<file path="config.mk">
export PLATFORM = sky130hd
export DESIGN_NAME = ansi_sgr_text_attribute_parser
export DESIGN_NICKNAME = d
export VERILOG_FILES = /design/src/rtl/core/sgr_pkg.sv /design/src/rtl/core/ansi_sgr_text_attribute_parser.sv /design/src/rtl/core/sgr_ram.sv /design/src/rtl/core/sgr_field.sv
export SDC_FILE = /design/constraint.sdc
export NUM_CORES = 1
export LEC_CHECK = 0
export BUFFER_PORTS_ARGS = -buffer_cell sky130_fd_sc_hd__buf_2
export CAP_MARGIN = 30
export CORE_MARGIN = 10
export CORE_UTILIZATION = 46
export DETAILED_ROUTE_END_ITERATION = 6
export PLACE_DENSITY = 0.58
export SETUP_SLACK_MARGIN = 0.02
export SLEW_MARGIN = 20
export SYNTH_ARGS = -nofsm -noshare
export SYNTH_HDL_FRONTEND = slang
export SYNTH_SLANG_ARGS = --single-unit
</file>
<file path="constraint.sdc">
create_clock -name clk -period 7.3 [get_ports clk]
set_input_delay 0 -clock clk [delete_from_list [all_inputs] [get_ports clk]]
set_output_delay 0 -clock clk [all_outputs]
set_load 0.05 [all_outputs]
</file>
<file path="src/rtl/core/sgr_pkg.sv">
`timescale 1ns / 1ps
`default_nettype none

package sgr_pkg;

	localparam int ESC_LIMIT_DEF = 16;

	localparam int COLOR_W   = 3;
	localparam int CHAR_W    = 8;
	localparam int FIELD_W   = 7;
	localparam int CFG_IDX_W = 1;

	localparam logic [CHAR_W-1:0] CH_ESC     = 8'd27;
	localparam logic [CHAR_W-1:0] CH_BS      = 8'd8;
	localparam logic [CHAR_W-1:0] CH_M       = 8'h6D;
	localparam logic [CHAR_W-1:0] CH_BRACKET = 8'h5B;
	localparam logic [CHAR_W-1:0] CH_SEMI    = 8'h3B;
	localparam logic [CHAR_W-1:0] CH_ZERO    = 8'h30;
	localparam logic [CHAR_W-1:0] CH_NINE    = 8'h39;

	localparam logic [FIELD_W-1:0] FIELD_MAX = 7'd99;
	localparam logic [FIELD_W-1:0] CODE_RESET     = 7'd0;
	localparam logic [FIELD_W-1:0] CODE_BOLD      = 7'd1;
	localparam logic [FIELD_W-1:0] CODE_UNDERLINE = 7'd4;
	localparam logic [FIELD_W-1:0] CODE_FORE_LO   = 7'd30;
	localparam logic [FIELD_W-1:0] CODE_FORE_HI   = 7'd37;
	localparam logic [FIELD_W-1:0] CODE_BACK_LO   = 7'd40;
	localparam logic [FIELD_W-1:0] CODE_BACK_HI   = 7'd47;

	localparam logic [CFG_IDX_W-1:0] REG_DEFAULT_FORE = 1'd0;
	localparam logic [CFG_IDX_W-1:0] REG_DEFAULT_BACK = 1'd1;

	localparam logic KIND_CHAR = 1'b0;
	localparam logic KIND_BS   = 1'b1;

	typedef struct packed {
		logic               underline;
		logic               bold;
		logic [COLOR_W-1:0] back;
		logic [COLOR_W-1:0] fore;
	} attr_t;

	typedef struct packed {
		logic [FIELD_W-1:0] value;
		logic               stopped;
		attr_t              pending;
		attr_t              applied;
	} field_upd_t;

endpackage

`default_nettype wire

</file>
<file path="src/rtl/core/ansi_sgr_text_attribute_parser.sv">
`timescale 1ns / 1ps
`default_nettype none

// Parses a byte stream carrying ANSI SGR escape sequences and emits each byte outside a
// sequence with its color, bold and underline attributes, and each backspace as a result
// of its own. An ordinary byte is taken while the block is idle and its result is held in
// an output register, so bytes flow at one per cycle while the output side keeps up and
// no abort is being replayed. Characters of an open escape sequence are kept in a small
// RAM; when a sequence is aborted, each stored character is replayed by a RAM read and
// then a transfer into the output register, followed by the aborting byte. When the
// aborting byte is itself an escape, it opens the next sequence without a result of its
// own. The default colors written through the configuration port take effect at the
// next reset code in the stream.
module ansi_sgr_text_attribute_parser
	import sgr_pkg::*;
#(
	parameter int ESC_LIMIT = ESC_LIMIT_DEF
) (
	input  wire logic                 clk,
	input  wire logic                 arst_n,
	input  wire logic                 in_valid,
	output logic                      in_ready,
	input  wire logic [CHAR_W-1:0]    char_code,
	output logic                      out_valid,
	input  wire logic                 out_ready,
	output logic                      kind,
	output logic [CHAR_W-1:0]         out_char,
	output logic [COLOR_W-1:0]        fore_index,
	output logic [COLOR_W-1:0]        back_index,
	output logic                      bold_on,
	output logic                      underline_on,
	output logic                      last,
	input  wire logic                 cfg_we,
	input  wire logic [CFG_IDX_W-1:0] cfg_index,
	input  wire logic [COLOR_W-1:0]   cfg_data
);

	localparam int IW = $clog2(ESC_LIMIT);
	localparam int CW = $clog2(ESC_LIMIT + 1);

	localparam logic [1:0] ST_IDLE = 2'd0;
	localparam logic [1:0] ST_READ = 2'd1;
	localparam logic [1:0] ST_SEND = 2'd2;
	localparam logic [1:0] ST_TAIL = 2'd3;

	logic [1:0]         state_q;
	logic               in_escape_q;
	logic               bracket_q;
	logic [CW-1:0]      count_q;
	logic [IW-1:0]      idx_q;
	logic [FIELD_W-1:0] field_value_q;
	logic               field_stopped_q;
	attr_t              pending_q;
	attr_t              current_q;
	logic [COLOR_W-1:0] default_fore_q;
	logic [COLOR_W-1:0] default_back_q;
	logic [CHAR_W-1:0]  pend_char_q;

	logic               out_valid_q;
	logic               kind_q;
	logic [CHAR_W-1:0]  out_char_q;
	attr_t              out_attr_q;
	logic               last_q;

	logic               out_free;
	logic               accept;
	logic               is_collect;
	logic               is_abort;
	logic               do_store;
	logic               replay_last;
	logic               ram_we;
	logic               ram_re;
	logic [CHAR_W-1:0]  ram_rdata;
	field_upd_t         upd;

	assign out_free   = !out_valid_q || out_ready;
	assign in_ready   = (state_q == ST_IDLE) && out_free;
	assign accept     = in_valid && in_ready;
	assign is_collect = char_code inside {[CH_ZERO:CH_NINE]} || char_code == CH_SEMI
		|| char_code == CH_BRACKET;
	assign is_abort   = in_escape_q && char_code != CH_M && !is_collect;
	assign do_store   = count_q < CW'(ESC_LIMIT);
	assign ram_we     = accept && in_escape_q && is_collect && do_store;
	assign ram_re     = (state_q == ST_READ);
	assign replay_last = (CW'(idx_q) == count_q - CW'(1));

	sgr_field u_field (
		.char_code    (char_code),
		.field_value  (field_value_q),
		.field_stopped(field_stopped_q),
		.pending      (pending_q),
		.default_fore (default_fore_q),
		.default_back (default_back_q),
		.upd          (upd)
	);

	sgr_ram #(
		.WIDTH(CHAR_W),
		.DEPTH(ESC_LIMIT)
	) u_store (
		.clk  (clk),
		.we   (ram_we),
		.waddr(count_q[IW-1:0]),
		.wdata(char_code),
		.re   (ram_re),
		.raddr(idx_q),
		.rdata(ram_rdata)
	);

	always_ff @(posedge clk or negedge arst_n) begin
		if (!arst_n) begin
			default_fore_q <= 3'd0;
			default_back_q <= 3'd7;
		end else if (cfg_we) begin
			if (cfg_index == REG_DEFAULT_FORE) begin
				default_fore_q <= cfg_data;
			end else if (cfg_index == REG_DEFAULT_BACK) begin
				default_back_q <= cfg_data;
			end
		end
	end

	always_ff @(posedge clk or negedge arst_n) begin
		if (!arst_n) begin
			state_q         <= ST_IDLE;
			in_escape_q     <= 1'b0;
			bracket_q       <= 1'b0;
			count_q         <= '0;
			idx_q           <= '0;
			field_value_q   <= '0;
			field_stopped_q <= 1'b0;
			pending_q       <= '{underline: 1'b0, bold: 1'b0, back: 3'd7, fore: 3'd0};
			current_q       <= '{underline: 1'b0, bold: 1'b0, back: 3'd7, fore: 3'd0};
			out_valid_q     <= 1'b0;
			pend_char_q     <= '0;
		end else begin
			if (out_ready) begin
				out_valid_q <= 1'b0;
			end
			case (state_q)
				ST_IDLE: begin
					if (accept) begin
						if (in_escape_q && char_code == CH_M) begin
							if (bracket_q) begin
								current_q <= upd.applied;
								pending_q <= upd.applied;
							end
							in_escape_q <= 1'b0;
						end else if (in_escape_q && is_collect) begin
							if (do_store) begin
								if (bracket_q) begin
									field_value_q   <= upd.value;
									field_stopped_q <= upd.stopped;
									pending_q       <= upd.pending;
								end
								if (count_q == '0 && char_code == CH_BRACKET) begin
									bracket_q <= 1'b1;
								end
								count_q <= count_q + CW'(1);
							end
						end else if (is_abort && count_q != '0) begin
							in_escape_q <= 1'b0;
							pend_char_q <= char_code;
							idx_q       <= '0;
							state_q     <= ST_READ;
						end else begin
							in_escape_q <= 1'b0;
							if (char_code == CH_ESC) begin
								in_escape_q     <= 1'b1;
								bracket_q       <= 1'b0;
								count_q         <= '0;
								field_value_q   <= '0;
								field_stopped_q <= 1'b0;
								pending_q       <= current_q;
							end else begin
								out_valid_q <= 1'b1;
							end
						end
					end
				end
				ST_READ: begin
					state_q <= ST_SEND;
				end
				ST_SEND: begin
					if (out_free) begin
						out_valid_q <= 1'b1;
						if (replay_last) begin
							if (pend_char_q == CH_ESC) begin
								in_escape_q     <= 1'b1;
								bracket_q       <= 1'b0;
								count_q         <= '0;
								field_value_q   <= '0;
								field_stopped_q <= 1'b0;
								pending_q       <= current_q;
								state_q         <= ST_IDLE;
							end else begin
								state_q <= ST_TAIL;
							end
						end else begin
							idx_q   <= idx_q + IW'(1);
							state_q <= ST_READ;
						end
					end
				end
				ST_TAIL: begin
					if (out_free) begin
						out_valid_q <= 1'b1;
						state_q     <= ST_IDLE;
					end
				end
				default: begin
					state_q <= ST_IDLE;
				end
			endcase
		end
	end

	// Output payload; loaded on the same conditions that set the output valid.
	always_ff @(posedge clk) begin
		if (state_q == ST_IDLE && accept && !(in_escape_q && !is_abort)
			&& !(is_abort && count_q != '0) && char_code != CH_ESC) begin
			if (char_code == CH_BS) begin
				kind_q     <= KIND_BS;
				out_char_q <= CH_BS;
				out_attr_q <= '0;
			end else begin
				kind_q     <= KIND_CHAR;
				out_char_q <= char_code;
				out_attr_q <= current_q;
			end
			last_q <= 1'b1;
		end else if (state_q == ST_SEND && out_free) begin
			kind_q     <= KIND_CHAR;
			out_char_q <= ram_rdata;
			out_attr_q <= current_q;
			last_q     <= replay_last && pend_char_q == CH_ESC;
		end else if (state_q == ST_TAIL && out_free) begin
			if (pend_char_q == CH_BS) begin
				kind_q     <= KIND_BS;
				out_char_q <= CH_BS;
				out_attr_q <= '0;
			end else begin
				kind_q     <= KIND_CHAR;
				out_char_q <= pend_char_q;
				out_attr_q <= current_q;
			end
			last_q <= 1'b1;
		end
	end

	assign out_valid    = out_valid_q;
	assign kind         = kind_q;
	assign out_char     = out_char_q;
	assign fore_index   = out_attr_q.fore;
	assign back_index   = out_attr_q.back;
	assign bold_on      = out_attr_q.bold;
	assign underline_on = out_attr_q.underline;
	assign last         = last_q;

endmodule

`default_nettype wire

</file>
<file path="src/rtl/core/sgr_ram.sv">
`timescale 1ns / 1ps
`default_nettype none

module sgr_ram #(
	parameter int WIDTH = 8,
	parameter int DEPTH = 16
) (
	input  wire logic                     clk,
	input  wire logic                     we,
	input  wire logic [$clog2(DEPTH)-1:0] waddr,
	input  wire logic [WIDTH-1:0]         wdata,
	input  wire logic                     re,
	input  wire logic [$clog2(DEPTH)-1:0] raddr,
	output logic      [WIDTH-1:0]         rdata
);

	logic [WIDTH-1:0] mem [DEPTH];

	always_ff @(posedge clk) begin
		if (we) begin
			mem[waddr] <= wdata;
		end
		if (re) begin
			rdata <= mem[raddr];
		end
	end

endmodule

`default_nettype wire

</file>
<file path="src/rtl/core/sgr_field.sv">
`timescale 1ns / 1ps
`default_nettype none

module sgr_field
	import sgr_pkg::*;
(
	input  wire logic [CHAR_W-1:0]  char_code,
	input  wire logic [FIELD_W-1:0] field_value,
	input  wire logic               field_stopped,
	input  wire attr_t              pending,
	input  wire logic [COLOR_W-1:0] default_fore,
	input  wire logic [COLOR_W-1:0] default_back,
	output field_upd_t              upd
);

	attr_t        applied;
	logic [9:0]   acc;
	logic [FIELD_W-1:0] diff;

	always_comb begin
		applied = pending;
		diff    = '0;
		if (field_value == CODE_RESET) begin
			applied = '{underline: 1'b0, bold: 1'b0, back: default_back, fore: default_fore};
		end else if (field_value == CODE_BOLD) begin
			applied.bold = 1'b1;
		end else if (field_value == CODE_UNDERLINE) begin
			applied.underline = 1'b1;
		end else if (field_value inside {[CODE_FORE_LO:CODE_FORE_HI]}) begin
			diff = field_value - CODE_FORE_LO;
			applied.fore = diff[COLOR_W-1:0];
		end else if (field_value inside {[CODE_BACK_LO:CODE_BACK_HI]}) begin
			diff = field_value - CODE_BACK_LO;
			applied.back = diff[COLOR_W-1:0];
		end
	end

	assign acc = 10'(field_value) * 10'd10 + 10'(char_code - CH_ZERO);

	always_comb begin
		upd.applied = applied;
		upd.value   = field_value;
		upd.stopped = field_stopped;
		upd.pending = pending;
		if (char_code == CH_SEMI) begin
			upd.pending = applied;
			upd.value   = '0;
			upd.stopped = 1'b0;
		end else if (char_code inside {[CH_ZERO:CH_NINE]} && !field_stopped) begin
			upd.value = (acc > 10'(FIELD_MAX)) ? FIELD_MAX : acc[FIELD_W-1:0];
		end else begin
			upd.stopped = 1'b1;
		end
	end

endmodule

`default_nettype wire

</file>
Yosys cells after proc, flatten, opt, wreduce, memory -nomap -nowiden
Memory sizes are Yosys's and may differ from the RTL's. A register that Yosys moved wholly into a read port is not among the register bits.
Cells that the tools add are included.
{ "totals": {"mem_count": 1, "ramBits": 128, "register_bits": 70, "output_inout_bits": 20} }
{ "mem_list": {"columns": ["memory", "words", "width", "rd", "rd_clocked_by_memory_dff", "write_ports", "line_no", "text"], "rows": [
  ["u_store.mem", 16, 8, 1, 1, 1, "sgr_ram.sv:17", "logic [WIDTH-1:0] mem [DEPTH];"]
]} }
{ "classes": {"bitwise_logic": 3, "eq_ne": 38, "mux": 116, "n_reduce_logical": 52, "magnitude_cmp": 8, "add_sub_neg": 7, "n_mul": 1} }
{ "ops": {"columns": ["cell", "n"], "rows": [
  ["$mux W8", 24],
  ["$mux W7", 12],
  ["$mux W5", 9],
  ["$mux W1", 43],
  ["$reduce_and A11 Y1", 3],
  ["$mux W4", 6],
  ["$ne A4 B4 Y1 const B", 6],
  ["$logic_and A1 B1 Y1", 23],
  ["$ne A3 B3 Y1 const B", 7],
  ["$eq A8 B4 Y1 const B", 2],
  ["$eq A8 B5 Y1 const B", 2],
  ["$eq A8 B7 Y1 const B", 2],
  ["$mux W2", 8],
  ["$ne A2 B2 Y1 const B", 8],
  ["$pmux W8 S2", 1],
  ["$le A7 B6 Y1 const B", 2],
  ["$pmux W7 S2", 1],
  ["$mux W6", 2],
  ["$reduce_and A6 Y1", 2],
  ["$add A10 B10 Y10", 1],
  ["$gt A10 B7 Y1 const B", 1],
  ["$pmux W5 S2", 1],
  ["$reduce_and A10 Y1", 1],
  ["$mul A7 B3 Y9 const B", 1],
  ["40 further kinds", 57]
]} }

Logic depth before layout (Yosys ltp)
{ "logic_depth": {"word_depth": 14, "mapped_depth": 13} }

Modules after synthesis
Synthesis repeated with hierarchy kept, for this count alone.
{ "unflattened": {"hier_cells": 758, "area_unflattened_um2": 10122.2} }
{ "by_module_without_submodules": {"columns": ["mod", "area_per_inst_um2", "cells_each", "seq_area_each_um2", "instances"], "rows": [
  ["sgr_ram", 5227.5, 229, 4083.9, 1],
  ["ansi_sgr_text_attribute_parser", 3588.4, 339, 1843.0, 1],
  ["sgr_field", 1306.3, 190, 0.0, 1]
]} }

Worst setup path before layout
OpenSTA, ideal clock, no wires.
{ "synth_timing": {"kind": "register -> register", "startpoint": "register state_q[1]", "endpoint": "register out_attr_q, in the netlist back_index[0] (enable)", "arrival_time_ns": 2.950, "setup_time_ns": 0.372, "setup_slack_ns": 3.978, "path_stages_with_launch": 9, "synth_period_minus_slack_ns": 3.322, "cell_sequence": "dfrtp_1 -> clkbuf_1 -> or2_2 -> clkbuf_1 -> nor2_1 -> nand2_1 -> nor3_4 -> clkbuf_1 -> a21o_1"} }
{ "synth_between": {"elab_chain_cells": 8, "word_cells_on_any_way": 12, "cone_classes": "2 x eq/ne; 10 x reduce/logical"} }
{ "synth_lines": {"columns": ["element", "line_no", "text"], "rows": [
  ["start, declared", "ansi_sgr_text_attribute_parser.sv:46", "logic [1:0] state_q;"],
  ["start signal, assigned", "ansi_sgr_text_attribute_parser.sv:125", "state_q <= ST_IDLE;"],
  ["start signal, assigned", "ansi_sgr_text_attribute_parser.sv:165", "state_q <= ST_READ;"],
  ["start signal, assigned", "ansi_sgr_text_attribute_parser.sv:182", "state_q <= ST_SEND;"],
  ["$logic_not A2 Y1", "ansi_sgr_text_attribute_parser.sv:77", "assign in_ready = (state_q == ST_IDLE) && out_free;"],
  ["$logic_and A1 B1 Y1", "ansi_sgr_text_attribute_parser.sv:77", null],
  ["via in_ready", "ansi_sgr_text_attribute_parser.sv:22", "output logic in_ready,"],
  ["$logic_and A1 B1 Y1", "ansi_sgr_text_attribute_parser.sv:78", "assign accept = in_valid && in_ready;"],
  ["$logic_and A1 B1 Y1 (2 in a row)", "ansi_sgr_text_attribute_parser.sv:220", "if (state_q == ST_IDLE && accept && !(in_escape_q && !is_abort)"],
  ["$logic_and A1 B1 Y1 (2 in a row)", "ansi_sgr_text_attribute_parser.sv:221", "&& !(is_abort && count_q != '0) && char_code != CH_ESC) begin"],
  ["$reduce_bool A3 Y1 (no line)", null, null],
  ["end signal, assigned", "ansi_sgr_text_attribute_parser.sv:229", "out_attr_q <= current_q;"],
  ["end signal, assigned", "ansi_sgr_text_attribute_parser.sv:235", "out_attr_q <= current_q;"],
  ["end signal, assigned", "ansi_sgr_text_attribute_parser.sv:245", "out_attr_q <= current_q;"],
  ["end, declared", "ansi_sgr_text_attribute_parser.sv:62", "attr_t out_attr_q;"]
]} }
The timed path passes the listed nets, and every way through them passes these cells.
A chain may end at the register's enable or synchronous reset.

Worst setup path after layout
{ "layout_timing": {"startpoint": "register field_value_q[1]", "endpoint": "register field_value_q[2]"} }
{ "layout_between": {"elab_chain_cells": 12} }
{ "layout_lines": {"columns": ["element", "line_no", "text"], "rows": [
  ["start, declared", "ansi_sgr_text_attribute_parser.sv:51", "logic [FIELD_W-1:0] field_value_q;"],
  ["start signal, assigned", "ansi_sgr_text_attribute_parser.sv:152", "field_value_q <= upd.value;"],
  ["$mul A7 B3 Y9 *", "sgr_field.sv:38", "assign acc = 10'(field_value) * 10'd10 + 10'(char_code - CH_ZERO);"],
  ["$add A10 B10 Y10 *", "sgr_field.sv:38", null],
  ["$gt A10 B7 Y1", "sgr_field.sv:50", "upd.value = (acc > 10'(FIELD_MAX)) ? FIELD_MAX : acc[FIELD_W-1:0];"],
  ["$mux W7 *", "sgr_field.sv:50", null],
  ["$mux W7 *", "sgr_field.sv:49", "end else if (char_code inside {[CH_ZERO:CH_NINE]} && !field_stopped) begin"],
  ["$mux W8 *", "sgr_field.sv:45", "if (char_code == CH_SEMI) begin"],
  ["$mux W7 *", "ansi_sgr_text_attribute_parser.sv:151", "if (bracket_q) begin"],
  ["$mux W7 *", "ansi_sgr_text_attribute_parser.sv:150", "if (do_store) begin"],
  ["$mux W7 *", "ansi_sgr_text_attribute_parser.sv:149", "end else if (in_escape_q && is_collect) begin"],
  ["$mux W7 *", "ansi_sgr_text_attribute_parser.sv:143", "if (in_escape_q && char_code == CH_M) begin"],
  ["$mux W7 *", "ansi_sgr_text_attribute_parser.sv:142", "if (accept) begin"],
  ["$pmux W7 S2 *", "ansi_sgr_text_attribute_parser.sv:140", "case (state_q)"]
]} }
Every way passes the cells marked *; elsewhere a longest branch is shown, timed or not. The select of a mux whose other input is x is not followed.

==> reports/qor.log <==
INFO  floorplan      site_row_count=53
INFO  hold_path      hold_path.class=in2reg
INFO  floorplan      die_height=165um
INFO  floorplan      initial_utilization=46.5%
INFO  finish         drive_gt1_share=17.8%
INFO  placement      numPortBuffers=36
INFO  worst_setup_path critical_path_class=reg2reg
INFO  worst_setup_path r2r_slack=3.78ns
INFO  drt            antenna_left=0
INFO  power          static-leakage-power=4.16nW
INFO  finish         final_cell_area=11100um^2
INFO  synth          syn-cell-area=9740um^2
INFO  worst_setup_path critPathCaptureType=flip-flop
INFO  clock_tree     number_of_cts_inserted_buffers=22
INFO  clock_tree     maximum_clock_path_buffer_count=3
INFO  worst_setup_path critical_path_peak_fanout=10
INFO  clock_tree     cts_root_buffer=sky130_fd_sc_hd__clkbuf_16
INFO  synth          postSynthRegisterBits=206
INFO  synth          post_synthesis_cells=720
INFO  worst_setup_path rr_startpoint=field_value_q[1]$_DFFE_PN0P_
INFO  finish         final_cell_mix=sky130_fd_sc_hd__edfxtp_1 (153), sky130_fd_sc_hd__nand2_1 (49), sky130_fd_sc_hd__nor2_1 (48)
INFO  worst_setup_path worst_setup_path_startpoint=field_value_q[1]$_DFFE_PN0P_
INFO  sta            setup_violations=0
INFO  synth          synth_nets=769
INFO  global_route   global_route.usage.total=16.2%
INFO  sta            timing.final.hold_violations=0
INFO  drt            detailedRoute.firstIterationViolations=423
INFO  clock_tree     clock-sinks=206
INFO  sta            slew_viol_final=0
INFO  clock_tree     clock_tree.htree_level_count=1
INFO  sta            setup_repair_after_global_routing_missed_its_margin=no
INFO  synth          synth_cell_type_count=63
INFO  clock_tree     clkTransAtPathRegs=0.06ns
INFO  sta            worst_slew_margin_rel=39.5%
INFO  status         outcome=finished, final reports clean
INFO  drt            viasPerCell=5.66
INFO  sta            max_freq=0.284GHz
INFO  drt            vias=6004
INFO  drt            postRouteWirelength=22000um
INFO  worst_setup_path critical_path.reg2reg.endpoint=field_value_q[2]$_DFFE_PN0P_
INFO  placement      hpwl=15100um
INFO  floorplan      floorplan.die_area=27400um^2
INFO  floorplan      io-pin-count=37
INFO  synth          register_area_share_after_synthesis=60.9%
INFO  synth          syn_area_per_cell=13.5um^2
INFO  sta            timing.final.crit_share=48.2%
INFO  power          peakVddDrop=0.188mV
INFO  finish         layout_commonest_cell=sky130_fd_sc_hd__edfxtp_1
INFO  placement      placed_area=10200um^2
INFO  sta            fin_setup_tns=0ns
INFO  job            max_cap_violations=0
INFO  synth          synthesis.yosys.warnings=0
INFO  finish         post_layout_util=52.8%
INFO  global_route   grt-ovfl-total=0
INFO  worst_setup_path worstPathRequired=7.74ns
INFO  sta            period_needed=3.52ns
INFO  synth          synth-async-reset-ratio=25.2%
INFO  drt            drt_first_pass_iters=5
INFO  drt            drcViolationCount=0
INFO  worst_setup_path r2r.worst_path.cells=11
INFO  drt            routedWlPerCell=20.7um
INFO  floorplan      die_w=165um
INFO  synth          synth_edf_count=153
INFO  clock_tree     clock_latency_of_the_later_clocked_register_in_the_worst_skew_pair=0.51ns
INFO  sta            fin_worst_skew=0.0136ns
INFO  worst_setup_path timing.critical_path.arrival=3.95ns
INFO  placement      place.gp.congestion=0.889
INFO  finish         antenna_cells_inserted=0
INFO  global_route   vias_in_the_first_global_route=6227
INFO  global_route   first_pass_grt_wire_length=34900um
INFO  worst_setup_path critical_path.endpoint=field_value_q[2]$_DFFE_PN0P_
INFO  clock_tree     clock_tree_from_tritoncts=done
INFO  power          p_per_area=358nW/um^2
INFO  finish         nets=819
INFO  global_route   grt_max_degree=53
INFO  worst_setup_path critPathLaunchType=flip-flop
INFO  floorplan      core_area=21000um^2
INFO  finish         final.fill_count=1775
INFO  synth          ys_dominant_reg_cell=sky130_fd_sc_hd__edfxtp_1
INFO  clock_tree     cts-resized-gates=0
INFO  global_route   antenna_found_initial=0
INFO  finish         area_delta_synth_final=13.5%
INFO  sta            max_slew.worst_pin.slew=0.908ns
synth_stat cells, types with 3 or more instances:
cell	n	area, um^2
sky130_fd_sc_hd__a31oi_1	5	31.3
sky130_fd_sc_hd__clkbuf_1	19	71.3
sky130_fd_sc_hd__ha_1	30	375
sky130_fd_sc_hd__a211oi_1	4	30.0
sky130_fd_sc_hd__nor3_1	23	115
sky130_fd_sc_hd__dfrtp_1	43	1080
sky130_fd_sc_hd__o21a_1	4	30.0
sky130_fd_sc_hd__a21o_1	9	67.6
sky130_fd_sc_hd__and3_1	6	37.5
sky130_fd_sc_hd__nand2_1	49	184
sky130_fd_sc_hd__a22o_1	4	35.0
sky130_fd_sc_hd__o21bai_1	3	22.5
sky130_fd_sc_hd__o21ai_0	45	225
sky130_fd_sc_hd__nand2b_1	7	43.8
sky130_fd_sc_hd__buf_1	7	26.3
sky130_fd_sc_hd__mux4_2	16	360
sky130_fd_sc_hd__xor2_1	12	105
sky130_fd_sc_hd__mux2i_1	39	390
sky130_fd_sc_hd__inv_1	10	37.5
sky130_fd_sc_hd__o211ai_1	5	37.5
sky130_fd_sc_hd__nor2b_1	6	37.5
sky130_fd_sc_hd__nand4b_1	4	35.0
sky130_fd_sc_hd__edfxtp_1	153	4590
sky130_fd_sc_hd__or3_1	4	25.0
sky130_fd_sc_hd__nand4_1	5	31.3
sky130_fd_sc_hd__nor2_1	48	180
sky130_fd_sc_hd__o2bb2ai_1	5	43.8
sky130_fd_sc_hd__a221oi_1	8	70.1
sky130_fd_sc_hd__nand3_1	15	75.1
sky130_fd_sc_hd__and2_1	12	75.1
sky130_fd_sc_hd__a22oi_1	9	67.6
sky130_fd_sc_hd__mux2_2	29	327
sky130_fd_sc_hd__xnor2_1	10	87.6
sky130_fd_sc_hd__o311ai_0	3	26.3
sky130_fd_sc_hd__a21oi_1	23	115
sky130_fd_sc_hd__a211o_1	3	26.3
sky130_fd_sc_hd__dfstp_2	9	236
through the flow:
stage / power (W) / instances / setup WS, ns / hold WS [ns]
3_5_place_dp: 0.00285 / 1006 / 3.80 / 0.177
2_1_floorplan: 0.00250 / 720 / 3.98 / -0.296
6_report: 0.00396 / 1061 / 3.78 / 0.0145
4_1_cts: 0.00398 / 1061 / 3.79 / 0.00716
3_3_place_gp: 0.00283 / 1005 / 3.93 / 0.160
5_1_grt: 0.00416 / 1061 / 3.54 / 0.0428
power breakdown:
part / internal (W) / switching [W]
combinational: 0.000476 / 0.000808
clock: 0.000681 / 0.000438
sequential: 0.00143 / 0.000122
total: 0.00259 / 0.00137
logic make-up (layout without fill, tap and decap cells):
family / Yosys count / in the layout / share of synthesized area (%)
flip-flops: 206 / 206 / 60.9
AND/OR/NAND/NOR: 192 / 192 / 9.96
AO/OA/AOI/OAI: 143 / 143 / 10.1
multiplexers: 84 / 84 / 11.1
buffers and inverters: 41 / 107 / 1.80
adder cells (fa/ha/maj): 32 / 32 / 4.27
XOR/XNOR: 22 / 22 / 1.98
metal layers:
metal / vias to the layer above / GRT usage [%] / wire [um] / part of all wire, %
met3: 33 / 2.60 / 1000 / 4.5
met5: - / 0 / 0 / 0
met2: 116 / 26.3 / 10600 / 48
li1: 2852 / - / - / -
met1: 3003 / 22.1 / 9950 / 45
met4: 0 / 4.79 / 491 / 2.2
worst max-delay path: stages, from the launching register on:
cell	delay, ns
sky130_fd_sc_hd__dfrtp_1	0.50
sky130_fd_sc_hd__ha_1	0.36
sky130_fd_sc_hd__ha_1	0.26
sky130_fd_sc_hd__fa_1	0.48
sky130_fd_sc_hd__xor2_1	0.18
sky130_fd_sc_hd__ha_1	0.35
sky130_fd_sc_hd__or3_1	0.32
sky130_fd_sc_hd__o211ai_1	0.11
sky130_fd_sc_hd__xor2_1	0.17
sky130_fd_sc_hd__nand3_1	0.18
sky130_fd_sc_hd__nor3_1	0.36
sky130_fd_sc_hd__a22o_1	0.19
how the worst min path moves through the flow:
stage / start / to / slack (ns) / cells after the start
finish: in_valid / out_valid$_DFF_PN0_ / 0.01 / 3
global route: char_code[7] / u_store.mem[10][7]$_DFFE_PP_ / 0.04 / 1
CTS: in_valid / out_valid$_DFF_PN0_ / 0.007 / 3
detailed placement: arst_n / pend_char_q[1]$_DFFE_PN0P_ / 0.18 / 2
global placement: arst_n / pend_char_q[7]$_DFFE_PN0P_ / 0.16 / 2
floorplan: arst_n / bracket_q$_DFFE_PN0P_ / -0.30 / 0
area by class of cell:
| type | count | area [um^2] | share of cell area, % |
|---|---|---|---|
| Sequential cell | 206 | 5930 | 53.6 |
| Multi-Input combinational cell | 473 | 3630 | 32.9 |
| Clock buffer | 28 | 593 | 5.36 |
| Timing Repair Buffer | 57 | 375 | 3.40 |
| Tap cell | 275 | 344 | 3.11 |
| Clock inverter | 12 | 143 | 1.29 |
| Inverter | 10 | 37.5 | 0.340 |
flip-flops by register name, indices dropped and copies added (netlist names), 3 cells and up:
signal and count:
default_back_q 3, u_store.mem 128, fore_index 3, default_fore_q 3, pending_q 8, pend_char_q 8, current_q 8, idx_q 4
out_char 8, u_store.rdata 8, field_value_q 7, count_q 5, back_index 3
repair_timing:
item	in CTS	in global routing
buffers inserted	0	0
hold endpoints to repair	131	0
endpoints found under the setup margin	0	0
hold buffers	15	0
(Power assumes the default switching activity.)
